===== config.mk =====
export PLATFORM = sky130hd
export DESIGN_NAME = agh_fifo
export DESIGN_NICKNAME = d
export VERILOG_FILES = /design/src/sv/agh_pkg.sv /design/src/sv/agh_fifo.sv
export SDC_FILE = /design/constraint.sdc
export NUM_CORES = 1
export LEC_CHECK = 0
export BUFFER_PORTS_ARGS = -buffer_cell sky130_fd_sc_hd__buf_2
export CORE_MARGIN = 4
export CORE_UTILIZATION = 46
export DETAILED_ROUTE_END_ITERATION = 10
export HOLD_SLACK_MARGIN = 0.02
export PLACE_DENSITY = 0.74
export SLEW_MARGIN = 40
export SYNTH_ARGS = -nofsm -noshare
export SYNTH_HDL_FRONTEND = slang
export SYNTH_SLANG_ARGS = --single-unit

===== constraint.sdc =====
create_clock -name i_clk -period 1.41 [get_ports i_clk]
set_input_delay 0.141 -clock i_clk [delete_from_list [all_inputs] [get_ports i_clk]]
set_output_delay 0.141 -clock i_clk [all_outputs]
set_load 0.05 [all_outputs]

===== src/sv/agh_pkg.sv =====
// shared types and constants of the alpha/gradient log histogram
// no dependencies
package agh_pkg;

    localparam int COUNT_WIDTH = 24;
    localparam int IDX_W       = 8;
    localparam int ADDR_W      = 2 * IDX_W;
    localparam int LOG_FRAC    = 16;
    localparam int LOG_W       = 5 + LOG_FRAC;
    localparam int SUM_W       = 18;

    localparam logic [COUNT_WIDTH-1:0] COUNT_MAX = {COUNT_WIDTH{1'b1}};
    localparam logic [IDX_W-1:0]       IDX_MAX   = {IDX_W{1'b1}};

    typedef enum logic [1:0] {
        CMD_ADD   = 2'd0,
        CMD_CLEAR = 2'd1,
        CMD_READ  = 2'd2,
        CMD_NONE  = 2'd3
    } t_cmd;

    typedef struct packed {
        t_cmd              op;
        logic [ADDR_W-1:0] addr;
    } t_qentry;

endpackage


===== src/sv/agh_fifo.sv =====
// two-entry queue between front and back end
// depends on agh_pkg
module agh_fifo (
    input  logic             i_clk,
    input  logic             i_rst_n,
    input  logic             i_push,
    input  agh_pkg::t_qentry i_data,
    output logic             o_full,
    input  logic             i_pop,
    output agh_pkg::t_qentry o_data,
    output logic             o_empty
);

    agh_pkg::t_qentry r_mem [0:1];
    logic             r_wr;
    logic             r_rd;
    logic [1:0]       r_cnt;

    assign o_full  = (r_cnt == 2'd2);
    assign o_empty = (r_cnt == 2'd0);
    assign o_data  = r_mem[r_rd];

    always_ff @(posedge i_clk) begin
        if (!i_rst_n) begin
            r_wr  <= 1'b0;
            r_rd  <= 1'b0;
            r_cnt <= '0;
        end else begin
            if (i_push) begin
                r_wr <= ~r_wr;
            end
            if (i_pop) begin
                r_rd <= ~r_rd;
            end
            r_cnt <= r_cnt + {1'b0, i_push} - {1'b0, i_pop};
        end
    end

    always_ff @(posedge i_clk) begin
        if (i_push) begin
            r_mem[r_wr] <= i_data;
        end
    end

endmodule


==> flow_summary_export.csv <==
group,metric,value,unit
placed_design,dpl.hpwl,1770,µm
critical_path,cp.arrival,1.38,ns
detailed_routing,wire_per_inst,14.9,µm
critical_path,critPathMaxStageDelay,0.41,ns
detailed_routing,drt-initial-drc-count,32,
placed_design,placement.io_buffers,41,
detailed_routing,vias,900,
critical_path,worst-endpoint-required,1.27,ns
flow_run,maxCapViolCount,0,
timing,grt_setup_unrepaired,"yes",
critical_path,worstRegToRegCells,6,
layout,antenna_cells,0,
min_path,worst_hold_path.num_cells,2,
critical_path,timing.critical_path.from_type,"flop",
timing,tightest_slew,0.249,ns
critical_path,timing_worst_setup_path_type,"reg -> out",
die,start_util,0.473,
yosys,yosys_warnings,0,
yosys,yosysSeqAreaShare,0.749,
layout,stdcell_count,195,
status,status,"finished, violations left",
clock_tree,cts-root-to-sink-buffers,2,
global_route,grt_max_degree,15,
die,core_area,3340,µm²
die,boundaryPins,42,
detailed_routing,drt_first_pass_iters,3,
yosys,syn_area,1580,µm²
clock_tree,clock_sinks,41,
placed_design,gp_congestion,0.643,
timing,finalHoldViolCount,0,
critical_path,worst_path_dominant_cell_family,"flip-flops",
min_path,hp-class,"in -> reg",
layout,postLayoutCoreUtil,0.710,
power_and_ir_drop,power_density,1320,nW/µm²
clock_tree,cts-buffers-inserted,5,
layout,fillers,213,
clock_tree,worst_setup_hold_path_clk_slew,0.12,ns
clock_tree,ctsRootBufferMaster,"sky130_fd_sc_hd__clkbuf_4",
critical_path,critical_path.cell_chain,"clkbuf_16, mux2_4, buf_8",
critical_path,timing.critical_path.slowest_stage_cell,"sky130_fd_sc_hd__dfxtp_4",
timing,worst_clock_skew,0.00465,ns
detailed_routing,detail_route.vias_per_cell,4.62,
layout,finalNetCount,172,
yosys,distinct_cell_type_count_after_synthesis,14,
die,die-area,4430,µm²
critical_path,path_buf_inv,2,
critical_path,maximum_fanout_along_the_worst_path,4,
timing,number_of_max_slew_violations_in_the_final_report,0,
global_route,grt_first_pass_wirelength,4260,µm
global_route,grtUsageTotal,0.139,
power_and_ir_drop,vdd_ir_drop_max,0.952,mV
die,floorplan.die.height,66.6,µm
yosys,post_synth.cell_area_avg,20.5,µm²
critical_path,worstSetupPathDepth,3,
layout,layout-area-overhead-vs-synth,50.1,%
timing,maxSlewHeadroom,0.835,
timing,layout_min_cycle_time,1.52,ns
global_route,gr-total-overflow,0,
yosys,syn_nets,101,
placed_design,dp.cells,168,
yosys,postSynthRegisterBits,41,
yosys,synthCells,77,
timing,worst_hold_slack,0.0382,ns
detailed_routing,ant_nets,0,
layout,layout-drive-gt1-share,0.510,
power_and_ir_drop,power_leakage,0.973,nW
die,floorplan.rows,21,
timing,setup_ws_final,-0.111,ns
timing,setup_viol,18,
timing,highest_clock_rate,657,MHz
status,failed_checks,"negative setup slack",
clock_tree,tritoncts_clock_tree,"yes",
global_route,initial_antenna_violation_count,0,
clock_tree,clock_latency,0.35,ns
detailed_routing,post-route-drc-count,0,
global_route,vias_in_the_first_global_route,947,
critical_path,critical_path.endpoint_type,"output port",
die,die_x,66.6,µm
timing,timing.final.crit_share,1.08,
clock_tree,htreeDepth,2,
detailed_routing,wirelength,2900,µm
## area by class of cell
class                           count  area, µm²  share of cell area
Inverter                            2       7.51             0.00317
Sequential cell                    41       1180               0.500
Clock buffer                        5       37.5              0.0158
Clock inverter                      3       68.8              0.0291
Tap cell                           46       57.6              0.0243
Timing Repair Buffer               66        622               0.263
Multi-Input combinational cell     32        390               0.165
## worst reg2reg max path: stages, from the launching register on
cell                      delay, ns
sky130_fd_sc_hd__dfxtp_1       0.37
sky130_fd_sc_hd__inv_1         0.06
sky130_fd_sc_hd__ha_1          0.27
sky130_fd_sc_hd__inv_1         0.06
sky130_fd_sc_hd__ha_1          0.14
sky130_fd_sc_hd__xnor3_1       0.20
sky130_fd_sc_hd__nor2b_1       0.11
## cell families after synthesis
| kind of cell | after synthesis | share of synthesized area |
|---|---|---|
| compound gates | 1 | 0.00476 |
| xor+xnor | 2 | 0.0198 |
| fa+ha+maj | 2 | 0.0159 |
| buf+inv | 4 | 0.0246 |
| flops | 41 | 0.749 |
| mux | 18 | 0.152 |
| simple gates | 9 | 0.0341 |
## layer usage
layer  track usage  routed length [µm]  vias to the layer above
met5             0                   0                        -
met2         0.243                1580                       33
met4        0.0838                  63                        0
met3        0.0506                 196                        8
li1              -                   -                      430
met1         0.141                1060                      429
## worst paths after layout
check / startpoint / end / slack (ns)
setup / recovery: flop / o_data[6] / -0.11
hold / removal: i_rst_n / r_wr / 0.04
setup reg to reg: r_cnt[0] / r_cnt[1] / 0.15
hold reg to reg: r_rd / flop / 0.59
## repair_timing
item | 4_1_cts | 5_1_grt
endpoints found under the hold margin | 36 | 0
gates resized for setup | 41 | 19
cloned | 0 | 1
hold buffers | 18 | 0
buffers inserted | 0 | 0
endpoints found under the setup margin | 18 | 18
## per-stage QoR
step	setup WS, ns	area (µm²)	power, W	TNS [ns]
CTS	-0.134	2270	0.00308	-1.96
finish	-0.111	2370	0.00314	-1.75
global route	-0.165	2370	0.00327	-2.71
floorplan	0.188	1580	0.00191	0
global placement	0.216	1860	0.00202	0
detailed placement	0.176	1860	0.00203	0
## sequential cells by signal (all words and copies together), names as in the netlist, named ones only
signal and flops:
r_mem 36, r_cnt 2, r_rd 1, r_wr 1
## placed cells by master, fill, tap and decap left out
cell type,Yosys,final
sky130_fd_sc_hd__and2_1,4,4
sky130_fd_sc_hd__buf_12,1,1
sky130_fd_sc_hd__buf_2,0,23
sky130_fd_sc_hd__buf_4,0,4
sky130_fd_sc_hd__buf_6,1,9
sky130_fd_sc_hd__buf_8,0,10
sky130_fd_sc_hd__bufinv_16,0,2
sky130_fd_sc_hd__clkbuf_16,0,1
sky130_fd_sc_hd__clkbuf_4,0,5
sky130_fd_sc_hd__dfxtp_1,5,4
sky130_fd_sc_hd__dfxtp_4,0,1
sky130_fd_sc_hd__dlygate4sd3_1,0,18
sky130_fd_sc_hd__edfxtp_1,36,36
sky130_fd_sc_hd__ha_1,2,2
sky130_fd_sc_hd__inv_1,2,2
sky130_fd_sc_hd__inv_6,0,1
sky130_fd_sc_hd__mux2_4,10,18
sky130_fd_sc_hd__nor2_1,1,1
sky130_fd_sc_hd__nor2b_1,4,3
sky130_fd_sc_hd__nor2b_2,0,1
sky130_fd_sc_hd__o21a_1,1,1
sky130_fd_sc_hd__xnor3_1,1,1
sky130_fd_sc_hd__xor2_1,1,1
## synth_stat cells
master / number / area (µm²)
sky130_fd_sc_hd__xor2_1: 1 / 8.76
sky130_fd_sc_hd__xnor3_1: 1 / 22.5
sky130_fd_sc_hd__o21a_1: 1 / 7.51
sky130_fd_sc_hd__inv_1: 2 / 7.51
sky130_fd_sc_hd__and2_1: 4 / 25.0
sky130_fd_sc_hd__buf_6: 1 / 11.3
sky130_fd_sc_hd__dfxtp_1: 5 / 100
sky130_fd_sc_hd__mux2_2: 8 / 90.1
sky130_fd_sc_hd__edfxtp_1: 36 / 1080
sky130_fd_sc_hd__nor2_1: 1 / 3.75
sky130_fd_sc_hd__buf_12: 1 / 20.0
sky130_fd_sc_hd__ha_1: 2 / 25.0
sky130_fd_sc_hd__nor2b_1: 4 / 25.0
sky130_fd_sc_hd__mux2_4: 10 / 150
## where the power goes
| group | switching, W | leakage, nW | internal (W) | total [W] |
|---|---|---|---|---|
| sequential | 0.0000338 | 0.380 | 0.00140 | 0.00143 |
| clock | 0.000380 | 0.0558 | 0.000558 | 0.000938 |
| combinational | 0.000409 | 0.537 | 0.000355 | 0.000764 |
Note: power is estimated with default switching activity, not from simulation.
