`src/sv/agh_pkg.sv`:
```
// shared types and constants of the alpha/gradient log histogram
// no dependencies
package agh_pkg;

    localparam int COUNT_WIDTH = 24;
    localparam int IDX_W       = 8;
    localparam int ADDR_W      = 2 * IDX_W;
    localparam int LOG_FRAC    = 16;
    localparam int LOG_W       = 5 + LOG_FRAC;
    localparam int SUM_W       = 18;

    localparam logic [COUNT_WIDTH-1:0] COUNT_MAX = {COUNT_WIDTH{1'b1}};
    localparam logic [IDX_W-1:0]       IDX_MAX   = {IDX_W{1'b1}};

    typedef enum logic [1:0] {
        CMD_ADD   = 2'd0,
        CMD_CLEAR = 2'd1,
        CMD_READ  = 2'd2,
        CMD_NONE  = 2'd3
    } t_cmd;

    typedef struct packed {
        t_cmd              op;
        logic [ADDR_W-1:0] addr;
    } t_qentry;

endpackage

```
`src/sv/agh_front.sv`:
```
// front end: takes commands, works out the bin address of a voxel
// depends on agh_pkg
module agh_front (
    input  logic                     i_clk,
    input  logic                     i_rst_n,
    input  logic                     i_valid,
    output logic                     o_stall,
    input  logic [1:0]               i_command,
    input  logic [7:0]               i_red,
    input  logic [7:0]               i_green,
    input  logic [7:0]               i_blue,
    input  logic [7:0]               i_alpha,
    input  logic [7:0]               i_read_row,
    input  logic [7:0]               i_read_col,
    output logic                     o_push,
    output agh_pkg::t_qentry         o_entry,
    input  logic                     i_full
);

    typedef enum logic [2:0] {
        F_IDLE = 3'b001,
        F_SQRT = 3'b010,
        F_PUSH = 3'b100
    } t_fstate;

    t_fstate                         r_state;
    agh_pkg::t_cmd                   r_op;
    logic [agh_pkg::IDX_W-1:0]       r_row;
    logic [agh_pkg::IDX_W-1:0]       r_col;
    logic [agh_pkg::SUM_W-1:0]       r_rem;
    logic [agh_pkg::SUM_W:0]         r_res;
    logic [agh_pkg::SUM_W-2:0]       r_bit;
    logic [3:0]                      r_cnt;

    logic                            acc;
    logic [agh_pkg::SUM_W-1:0]       sum;
    logic [agh_pkg::SUM_W:0]         n_sum;
    logic                            ge;
    logic [agh_pkg::SUM_W:0]         n_res;

    function automatic logic [agh_pkg::SUM_W-1:0] sq(input logic [7:0] c);
        logic signed [9:0]  t;
        logic signed [19:0] p;
        t = $signed({1'b0, c, 1'b0}) - 10'sd255;
        p = t * t;
        return {2'b00, p[15:0]};
    endfunction

    assign acc   = i_valid && (r_state == F_IDLE);
    assign sum   = sq(i_red) + sq(i_green) + sq(i_blue);
    assign n_sum = r_res + {2'b00, r_bit};
    assign ge    = {1'b0, r_rem} >= n_sum;
    assign n_res = ge ? ((r_res >> 1) + {2'b00, r_bit}) : (r_res >> 1);

    assign o_stall = (r_state != F_IDLE);
    assign o_push  = (r_state == F_PUSH) && !i_full;
    assign o_entry = '{op: r_op, addr: {r_row, r_col}};

    always_ff @(posedge i_clk) begin
        if (!i_rst_n) begin
            r_state <= F_IDLE;
        end else begin
            unique case (r_state)
                F_IDLE: begin
                    if (acc) begin
                        unique case (agh_pkg::t_cmd'(i_command))
                            agh_pkg::CMD_ADD: begin
                                if (i_alpha != '0) begin
                                    r_state <= F_SQRT;
                                end
                            end
                            agh_pkg::CMD_CLEAR: r_state <= F_PUSH;
                            agh_pkg::CMD_READ:  r_state <= F_PUSH;
                            default:            r_state <= F_IDLE;
                        endcase
                    end
                end
                F_SQRT: begin
                    if (r_cnt == 4'd8) begin
                        r_state <= F_PUSH;
                    end
                end
                F_PUSH: begin
                    if (!i_full) begin
                        r_state <= F_IDLE;
                    end
                end
                default: r_state <= F_IDLE;
            endcase
        end
    end

    always_ff @(posedge i_clk) begin
        if (acc) begin
            r_op  <= agh_pkg::t_cmd'(i_command);
            r_row <= (agh_pkg::t_cmd'(i_command) == agh_pkg::CMD_READ) ? i_read_row : i_alpha;
            r_col <= i_read_col;
            r_rem <= sum;
            r_res <= '0;
            r_bit <= {1'b1, {(agh_pkg::SUM_W-2){1'b0}}};
            r_cnt <= '0;
        end else if (r_state == F_SQRT) begin
            if (ge) begin
                r_rem <= r_rem - n_sum[agh_pkg::SUM_W-1:0];
            end
            r_res <= n_res;
            r_bit <= r_bit >> 2;
            r_cnt <= r_cnt + 4'd1;
            if (r_cnt == 4'd8) begin
                r_col <= (n_res > {{(agh_pkg::SUM_W-agh_pkg::IDX_W+1){1'b0}}, agh_pkg::IDX_MAX})
                         ? agh_pkg::IDX_MAX : n_res[agh_pkg::IDX_W-1:0];
            end
        end
    end

endmodule

```
`config.mk`:
```
export PLATFORM = sky130hd
export DESIGN_NAME = agh_front
export DESIGN_NICKNAME = d
export VERILOG_FILES = /design/src/sv/agh_pkg.sv /design/src/sv/agh_front.sv
export SDC_FILE = /design/constraint.sdc
export NUM_CORES = 1
export LEC_CHECK = 0
export BUFFER_PORTS_ARGS = -buffer_cell sky130_fd_sc_hd__buf_2
export CORE_MARGIN = 1
export CORE_UTILIZATION = 45
export CTS_BUF_LIST = sky130_fd_sc_hd__clkbuf_8
export DETAILED_ROUTE_END_ITERATION = 7
export PLACE_DENSITY = 0.69
export SYNTH_ARGS = -nofsm -noshare
export SYNTH_HDL_FRONTEND = slang
export SYNTH_SLANG_ARGS = --single-unit
```
`constraint.sdc`:
```
create_clock -name i_clk -period 9.1 [get_ports i_clk]
set_clock_uncertainty 0.05 [all_clocks]
set_input_delay 1.82 -clock i_clk [delete_from_list [all_inputs] [get_ports i_clk]]
set_output_delay 1.82 -clock i_clk [all_outputs]
set_load 0.02 [all_outputs]
```
==> results of run 1 <==
==> synth_stat cells, drive strengths merged, types with 8 or more instances <==
master / number / area [µm²]
inv: 353 / 1330
ha: 203 / 2540
fa: 188 / 3760
nand2: 126 / 475
nor2: 103 / 389
xnor2: 99 / 875
a21oi: 72 / 387
o21ai: 43 / 219
xor2: 42 / 368
edfxtp: 36 / 1080
dfxtp: 35 / 701
clkbuf: 32 / 120
a21o: 23 / 173
and2: 18 / 113
nand2b: 16 / 100
a31oi: 15 / 93.8
nor2b: 15 / 93.8
a211oi: 13 / 108
nor3: 12 / 65.1
or2: 12 / 75.1
mux2: 11 / 124
nand3: 10 / 50.1
o21bai: 10 / 75.1
o22a: 8 / 70.1
==> worst max-delay path, delay by kind of cell <==
family	cells	cell delay [ns]
buf+inv	7	0.57
xor+xnor	2	0.31
mux	1	0.08
compound gates	8	1.51
simple gates	3	0.42
fa+ha+maj	8	3.49
==> per-layer routing <==
layer,vias up,global-route usage
li1,5119,-
met1,4995,0.224
met2,132,0.338
met3,22,0.0146
met4,0,0.0347
met5,-,0
==> how the worst max path moves through the flow <==
stage	start	end	slack, ns	cells after the start
floorplan	i_green[7]	r_rem[16]$_DFFE_PP_	0.96	25
global placement	i_green[7]	r_rem[16]$_DFFE_PP_	0.73	25
detailed placement	i_green[4]	r_rem[16]$_DFFE_PP_	0.58	29
CTS	i_green[4]	r_rem[16]$_DFFE_PP_	0.95	29
global route	i_blue[1]	r_rem[16]$_DFFE_PP_	0.51	29
finish	i_green[4]	r_rem[16]$_DFFE_PP_	0.94	29
==> state kept, by name (all words and copies together) (netlist names) <==
register,count
r_bit,9
r_cnt,4
r_col,8
r_op,2
r_rem,18
r_res,19
r_row,8
r_state,3
==> area by class of cell <==
cell class	count	area, µm²
well taps	396	495
fillers	2932	15600
flip-flops and latches	71	1780
clock buffers	10	138
inverters	353	1330
multi-input cells	1122	10900
repair buffers	80	418
clock inverters	6	133
==> through the flow <==
stage | utilization | hold slack, ns
finish | 0.494 | 0.441
floorplan | - | 0.406
CTS | 0.494 | 0.443
global route | 0.494 | 0.469
detailed placement | 0.485 | 0.436
global placement | 0.485 | 0.421
==> cell families (layout without fill, tap and decap cells) <==
group	after synthesis	count (layout)	share of synthesized area
AO/OA/AOI/OAI	238	238	0.115
XOR/XNOR	141	141	0.0878
adder cells (fa/ha/maj)	391	391	0.445
buffers and inverters	389	449	0.104
flip-flops	71	71	0.126
multiplexers	17	17	0.0139
AND/OR/NAND/NOR	335	335	0.107
==> impl_metrics.env, run 1 <==
export IMPL_drive_above_1_share=0.0828
export IMPL_dr_first_iter_drc_count=375
export IMPL_cp_end_kind="flip-flop"
export IMPL_setup_tns_ns=0
export IMPL_area_growth_synth_to_final_pct=7.32
export IMPL_worstSetupPathType="input pin to flip-flop"
export IMPL_finalHoldViolations=0
export IMPL_pre_cts_slack_ns=0.582
export IMPL_period_needed_ns=8.16
export IMPL_syn_inst=1582
export IMPL_top_layer="met4"
export IMPL_placedCellCount=2022
export IMPL_crit_required_ns=9.14
export IMPL_worst_slack_ns=0.942
export IMPL_yosysWarnings=0
export IMPL_r2r_start="r_res[2]$_SDFFE_PP0P_"
export IMPL_avgRoutedWirePerCell_um=13.3
export IMPL_antenna_left=0
export IMPL_grt_pass1_vias=10669
export IMPL_cts_hold_fix_buffers=0
export IMPL_finalSetupViolCount=0
export IMPL_antennaDiodeCount=0
export IMPL_hold_depth=2
export IMPL_synthFlopType="edfxtp_1"
export IMPL_grt_setup_unrepaired="no"
export IMPL_slowest_stage="fa_1"
export IMPL_cts_tree="built"
export IMPL_grt_pass1_wl_um=47400
export IMPL_maxSlewHeadroom=0.507
export IMPL_core_area_um2=30700
export IMPL_yosysUniqueCellTypes=70
export IMPL_yosys_register_bits=71
export IMPL_first_pass_iters=7
export IMPL_mostFrequentLayoutCells="354 x inv_1, 203 x ha_1, 188 x fa_1"
export IMPL_syn_nets=2027
export IMPL_vias_per_cell=5.04
export IMPL_hold_class="flip-flop to flip-flop"
export IMPL_crit_top_cell="inv_1"
export IMPL_die_area_um2=32200
export IMPL_die_width_um=179
export IMPL_top_level_ports=74
export IMPL_final_area_um2=15200
export IMPL_fin_crit_sh=0.896
export IMPL_ff2ff_path_depth=19
export IMPL_met1_length_um=11700
export IMPL_r2r_end="r_col[1]$_DFFE_PP_"
export IMPL_clockRootBuffer="clkbuf_8"
export IMPL_synthArstFlopShare=0
export IMPL_htree_levels=3
export IMPL_grt_total_usage=0.180
export IMPL_die_h_um=179
export IMPL_cts_resized_gates=0
export IMPL_antenna_found_initial=0
export IMPL_tritoncts_num_buffers=9
export IMPL_maxCapViolCount=0
export IMPL_synth_edf_count=36
export IMPL_place_area_um2=14900
export IMPL_max_clock_freq_mhz=123
export IMPL_clk_pin_slew_ns=0.08
export IMPL_violations="design-rule violations"
export IMPL_grt_start_max_net_pins=51
export IMPL_layout_commonest_cell="inv_1"
export IMPL_start_kind="input pin"
export IMPL_tightest_slew_ns=0.739
export IMPL_fin_cells=2038
export IMPL_drc_errors=16
export IMPL_wl_met3_um=773
export IMPL_hp_start="r_bit[6]$_SDFFE_PP0P_"
export IMPL_cp_max_fo=8
export IMPL_io_buffers=73
export IMPL_slew_viol_final=0
export IMPL_yosysSeqAreaShare=0.126
export IMPL_clockBufferDepth=2
export IMPL_wl_um=27100
export IMPL_status="complete, but fails checks"
export IMPL_rows=64
export IMPL_dp_hpwl_um=22900
export IMPL_cp_arrival_ns=8.20
export IMPL_nets=2082
export IMPL_overflow=0
export IMPL_initial_core_util=0.460
export IMPL_insertion_delay_ns=0.36
export IMPL_clock_sinks=71
export IMPL_met2_length_um=14300
export IMPL_worst_r2r_setup_slack_ns=3.42
export IMPL_vias=10268
export IMPL_gp_congestion=0.838
export IMPL_synth_area_um2=14200
export IMPL_min_to="r_bit[4]$_SDFFE_PP0P_"
export IMPL_cts_setup_buffers=0
export IMPL_cp_slowest_stage_delay_ns=0.54
export IMPL_syn_avg_cell_area_um2=8.95
Power of run 1 is left out: the tool's default activity adds up to more than one toggle a clock period on the data nets, which glitch-free logic cannot reach.
==> inputs of run 2 (changes only) <==
--- a/config.mk
+++ b/config.mk
@@ -6,11 +6,12 @@
 export NUM_CORES = 1
 export LEC_CHECK = 0
 export BUFFER_PORTS_ARGS = -buffer_cell sky130_fd_sc_hd__buf_2
+export CAP_MARGIN = 0
 export CORE_MARGIN = 1
-export CORE_UTILIZATION = 45
+export CORE_UTILIZATION = 30
 export CTS_BUF_LIST = sky130_fd_sc_hd__clkbuf_8
 export DETAILED_ROUTE_END_ITERATION = 7
-export PLACE_DENSITY = 0.69
+export PLACE_DENSITY = 0.52
 export SYNTH_ARGS = -nofsm -noshare
 export SYNTH_HDL_FRONTEND = slang
 export SYNTH_SLANG_ARGS = --single-unit
==> impl_metrics.env, run 2 (synthesized netlist as in run 1, its figures left out) <==
export IMPL_fin_cells=2250
export IMPL_fin_crit_sh=0.886
export IMPL_finalHoldViolations=0
export IMPL_antennaDiodeCount=0
export IMPL_grt_start_max_net_pins=50
export IMPL_core_area_um2=46600
export IMPL_htree_levels=3
export IMPL_cp_arrival_ns=8.12
export IMPL_cp_end_kind="flip-flop"
export IMPL_crit_top_cell="inv_1"
export IMPL_cts_hold_fix_buffers=0
export IMPL_dr_first_iter_drc_count=299
export IMPL_clockBufferDepth=2
export IMPL_vias=10117
export IMPL_io_buffers=73
export IMPL_cts_resized_gates=0
export IMPL_top_level_ports=74
export IMPL_first_pass_iters=5
export IMPL_start_kind="input pin"
export IMPL_antenna_left=0
export IMPL_die_width_um=219
export IMPL_avgRoutedWirePerCell_um=12.7
export IMPL_cp_max_fo=8
export IMPL_rows=79
export IMPL_status="complete, no violations"
export IMPL_gp_congestion=0.782
export IMPL_dp_hpwl_um=24100
export IMPL_hold_class="flip-flop to flip-flop"
export IMPL_reg_top3="r_res: 19 flops, r_rem: 18 flops, r_bit: 9 flops"
export IMPL_largest_reg_flops=19
export IMPL_overflow=0
export IMPL_tightest_slew_ns=0.701
export IMPL_drc_errors=0
export IMPL_cts_setup_buffers=0
export IMPL_clk_pin_slew_ns=0.09
export IMPL_hold_depth=2
export IMPL_clockRootBuffer="clkbuf_8"
export IMPL_layout_commonest_cell="inv_1"
export IMPL_finalSetupViolCount=0
export IMPL_grt_total_usage=0.125
export IMPL_antenna_found_initial=0
export IMPL_wl_um=28600
export IMPL_final_core_util=0.330
export IMPL_die_area_um2=48000
export IMPL_grt_pass1_wl_um=49100
export IMPL_setup_tns_ns=0
export IMPL_drive_above_1_share=0.0834
export IMPL_insertion_delay_ns=0.38
export IMPL_max_clock_freq_mhz=124
export IMPL_area_growth_synth_to_final_pct=8.56
export IMPL_cts_tree="built"
export IMPL_initial_core_util=0.304
export IMPL_placedCellCount=2234
export IMPL_die_h_um=219
export IMPL_nets=2083
export IMPL_pre_cts_slack_ns=0.638
export IMPL_crit_required_ns=9.16
export IMPL_worst_slack_ns=1.04
export IMPL_grt_pass1_vias=10478
export IMPL_mostFrequentLayoutCells="353 x inv_1, 203 x ha_1, 188 x fa_1"
export IMPL_worstSetupPathType="input pin to flip-flop"
export IMPL_regMostFlops="r_res"
export IMPL_ff2ff_path_depth=19
export IMPL_slowest_stage="fa_1"
export IMPL_period_needed_ns=8.06
export IMPL_vias_per_cell=4.50
export IMPL_slew_viol_final=0
export IMPL_maxCapViolCount=0
export IMPL_clock_sinks=71
export IMPL_maxSlewHeadroom=0.532
export IMPL_tritoncts_num_buffers=9
export IMPL_cp_slowest_stage_delay_ns=0.54
export IMPL_grt_setup_unrepaired="no"
run 2: cell types whose count changed in the layout (fill, tap and decap cells not counted):
cell	before	now
clkinv_4	1	3
clkinvlp_4	0	2
clkinv_1	0	1
buf_4	7	8
bufinv_16	4	0
inv_1	354	353
clkinv_2	0	1
clkbuf_8	10	9
run 2: per-layer routing:
metal	global-route usage	up-vias	wire, µm
met4	0.0160	0	164
li1	-	5126	-
met3	0.0146	16	773
met5	0	-	0
met2	0.233	123	14500
met1	0.158	4852	13100
run 2: final cells by class:
type	instances	area, µm²
well taps	607	759
inverters	353	1330
multi-input cells	1122	10900
repair buffers	81	425
clock inverters	7	50.0
clock buffers	9	124
fillers	4861	31200
flip-flops and latches	71	1780
run 2: worst max-delay path: cells and delay by family:
| family | cells | cell delay [ns] |
|---|---|---|
| simple gates | 3 | 0.41 |
| compound gates | 8 | 1.40 |
| xor+xnor | 2 | 0.30 |
| fa+ha+maj | 8 | 3.48 |
| buf+inv | 7 | 0.62 |
| mux | 1 | 0.08 |
run 2: metrics by stage:
step           hold WS, ns  area (µm²)
6_report             0.445       15400
5_1_grt              0.466       15400
4_1_cts              0.447       15400
3_5_place_dp         0.435       15200
3_3_place_gp         0.425       15200
2_1_floorplan        0.406       14200
run 2: final timing paths:
kind | start | slack [ns] | endpoint
worst max register to register | r_res[2]$_SDFFE_PP0P_ | 3.41 | r_col[4]$_DFFE_PP_
worst min-delay path | r_bit[4]$_SDFFE_PP0P_ | 0.44 | r_bit[2]$_SDFFE_PP0P_
worst max-delay path | i_green[4] | 1.04 | r_rem[16]$_DFFE_PP_
worst min register to register | r_bit[4]$_SDFFE_PP0P_ | 0.44 | r_bit[2]$_SDFFE_PP0P_
Power of run 2 is left out for the same reason.
==> inputs of run 3 (changes only) <==
--- a/config.mk
+++ b/config.mk
@@ -7,6 +7,7 @@
 export LEC_CHECK = 0
 export BUFFER_PORTS_ARGS = -buffer_cell sky130_fd_sc_hd__buf_2
 export CAP_MARGIN = 0
+export CORE_ASPECT_RATIO = 1.75
 export CORE_MARGIN = 1
 export CORE_UTILIZATION = 30
 export CTS_BUF_LIST = sky130_fd_sc_hd__clkbuf_8
==> impl_metrics.env, run 3 (synthesized netlist as in run 1, its figures left out) <==
export IMPL_clock_sinks=71
export IMPL_rows=104
export IMPL_grt_setup_unrepaired="no"
export IMPL_grt_total_usage=0.138
export IMPL_grt_start_max_net_pins=50
export IMPL_largest_reg_flops=19
export IMPL_grt_pass1_vias=11481
export IMPL_clockRootBuffer="clkbuf_8"
export IMPL_final_area_um2=15300
export IMPL_maxCapViolCount=0
export IMPL_cts_tree="built"
export IMPL_initial_core_util=0.305
export IMPL_setup_tns_ns=0
export IMPL_start_kind="input pin"
export IMPL_finalHoldViolations=0
export IMPL_clk_pin_slew_ns=0.08
export IMPL_insertion_delay_ns=0.38
export IMPL_overflow=0
export IMPL_die_width_um=166
export IMPL_tightest_slew_ns=1.06
export IMPL_tritoncts_num_buffers=9
export IMPL_vias_per_cell=4.67
export IMPL_reg_top3="r_res: 19 flops, r_rem: 18 flops, r_bit: 9 flops"
export IMPL_area_growth_synth_to_final_pct=8.24
export IMPL_cp_slowest_stage_delay_ns=0.54
export IMPL_dr_first_iter_drc_count=325
export IMPL_crit_required_ns=9.17
export IMPL_top_level_ports=74
export IMPL_avgRoutedWirePerCell_um=14.1
export IMPL_fillers=4896
export IMPL_core_area_um2=46300
export IMPL_top_usage_layer="met2"
export IMPL_gp_congestion=0.841
export IMPL_cp_end_kind="flip-flop"
export IMPL_place_area_um2=15200
export IMPL_finalSetupViolCount=0
export IMPL_grt_util_met1=0.128
export IMPL_htree_levels=3
export IMPL_wl_um=31400
export IMPL_cp_max_fo=6
export IMPL_crit_top_cell="inv_1"
export IMPL_antenna_found_initial=0
export IMPL_seqCellArea_um2=1780
export IMPL_hp_start="r_bit[0]$_SDFFE_PP0P_"
export IMPL_antennaDiodeCount=0
export IMPL_fin_crit_sh=0.900
export IMPL_slew_viol_final=0
export IMPL_cts_setup_buffers=0
export IMPL_period_needed_ns=8.19
export IMPL_whs_ns=0.444
export IMPL_worstSetupPathType="input pin to flip-flop"
export IMPL_max_clock_freq_mhz=122
export IMPL_mostFrequentLayoutCells="354 x inv_1, 203 x ha_1, 188 x fa_1"
export IMPL_cts_hold_fix_buffers=0
export IMPL_met2_usage=0.308
export IMPL_slowest_stage="fa_1"
export IMPL_cp_startpoint="i_green[0]"
export IMPL_cts_resized_gates=0
export IMPL_die_area_um2=48100
export IMPL_drive_above_1_share=0.0828
export IMPL_drc_errors=15
export IMPL_cp_arrival_ns=8.26
export IMPL_regMostFlops="r_res"
export IMPL_r2r_start="r_res[2]$_SDFFE_PP0P_"
export IMPL_maxSlewHeadroom=0.286
export IMPL_io_buffers=73
export IMPL_status="complete, but fails checks"
export IMPL_antenna_left=0
export IMPL_multi_input_area_um2=10900
export IMPL_dp_hpwl_um=27000
export IMPL_hold_class="flip-flop to flip-flop"
export IMPL_grt_pass1_wl_um=53600
export IMPL_first_pass_iters=6
export IMPL_clockBufferDepth=2
export IMPL_grt_use_met3=0.00861
export IMPL_violations="design-rule violations"
export IMPL_die_h_um=289
export IMPL_layout_commonest_cell="inv_1"
export IMPL_vias=10384
export IMPL_nets=2082
## run 3: cell types whose count changed in the layout (fill, tap and decap cells not counted), sizes merged
cell    previous run  this run
buf               81        80
clkinv             5         4
inv              353       354
## run 3: stage by stage
step | utilization | setup WS, ns | std cells
6_report | 0.331 | 0.907 | 2225
5_1_grt | 0.331 | 0.431 | 2225
4_1_cts | 0.331 | 0.856 | 2225
3_5_place_dp | 0.327 | 0.474 | 2209
3_3_place_gp | 0.327 | 0.631 | 2209
2_1_floorplan | - | 0.957 | 1582
## run 3: worst paths after layout
kind | end | slack (ns) | cells after the start
worst min register to register | r_bit[0]$_SDFFE_PP0P_ | 0.44 | 2
worst max register to register | r_col[7]$_DFFE_PP_ | 3.24 | 19
worst min-delay path | r_bit[0]$_SDFFE_PP0P_ | 0.44 | 2
worst max-delay path | r_rem[16]$_DFFE_PP_ | 0.91 | 29
## run 3: final cells by class
class,count,area share
Multi-Input combinational cell,1122,0.711
Timing Repair Buffer,80,0.0273
Sequential cell,71,0.116
Inverter,353,0.0865
Clock buffer,9,0.00809
Tap cell,583,0.0476
Clock inverter,7,0.00278
## run 3: worst max-delay path, delay by kind of cell
family,cells,cell delay (ns)
adder cells (fa/ha/maj),8,3.49
AO/OA/AOI/OAI,8,1.53
buffers and inverters,7,0.58
AND/OR/NAND/NOR,3,0.43
XOR/XNOR,2,0.33
multiplexers,1,0.08
## run 3: metal layers
layer	vias to the layer above	part of all wire
met1	5094	0.35
li1	5125	-
met5	-	0
met3	38	0.017
met4	0	0.026
met2	127	0.61
Power of run 3 is left out for the same reason.
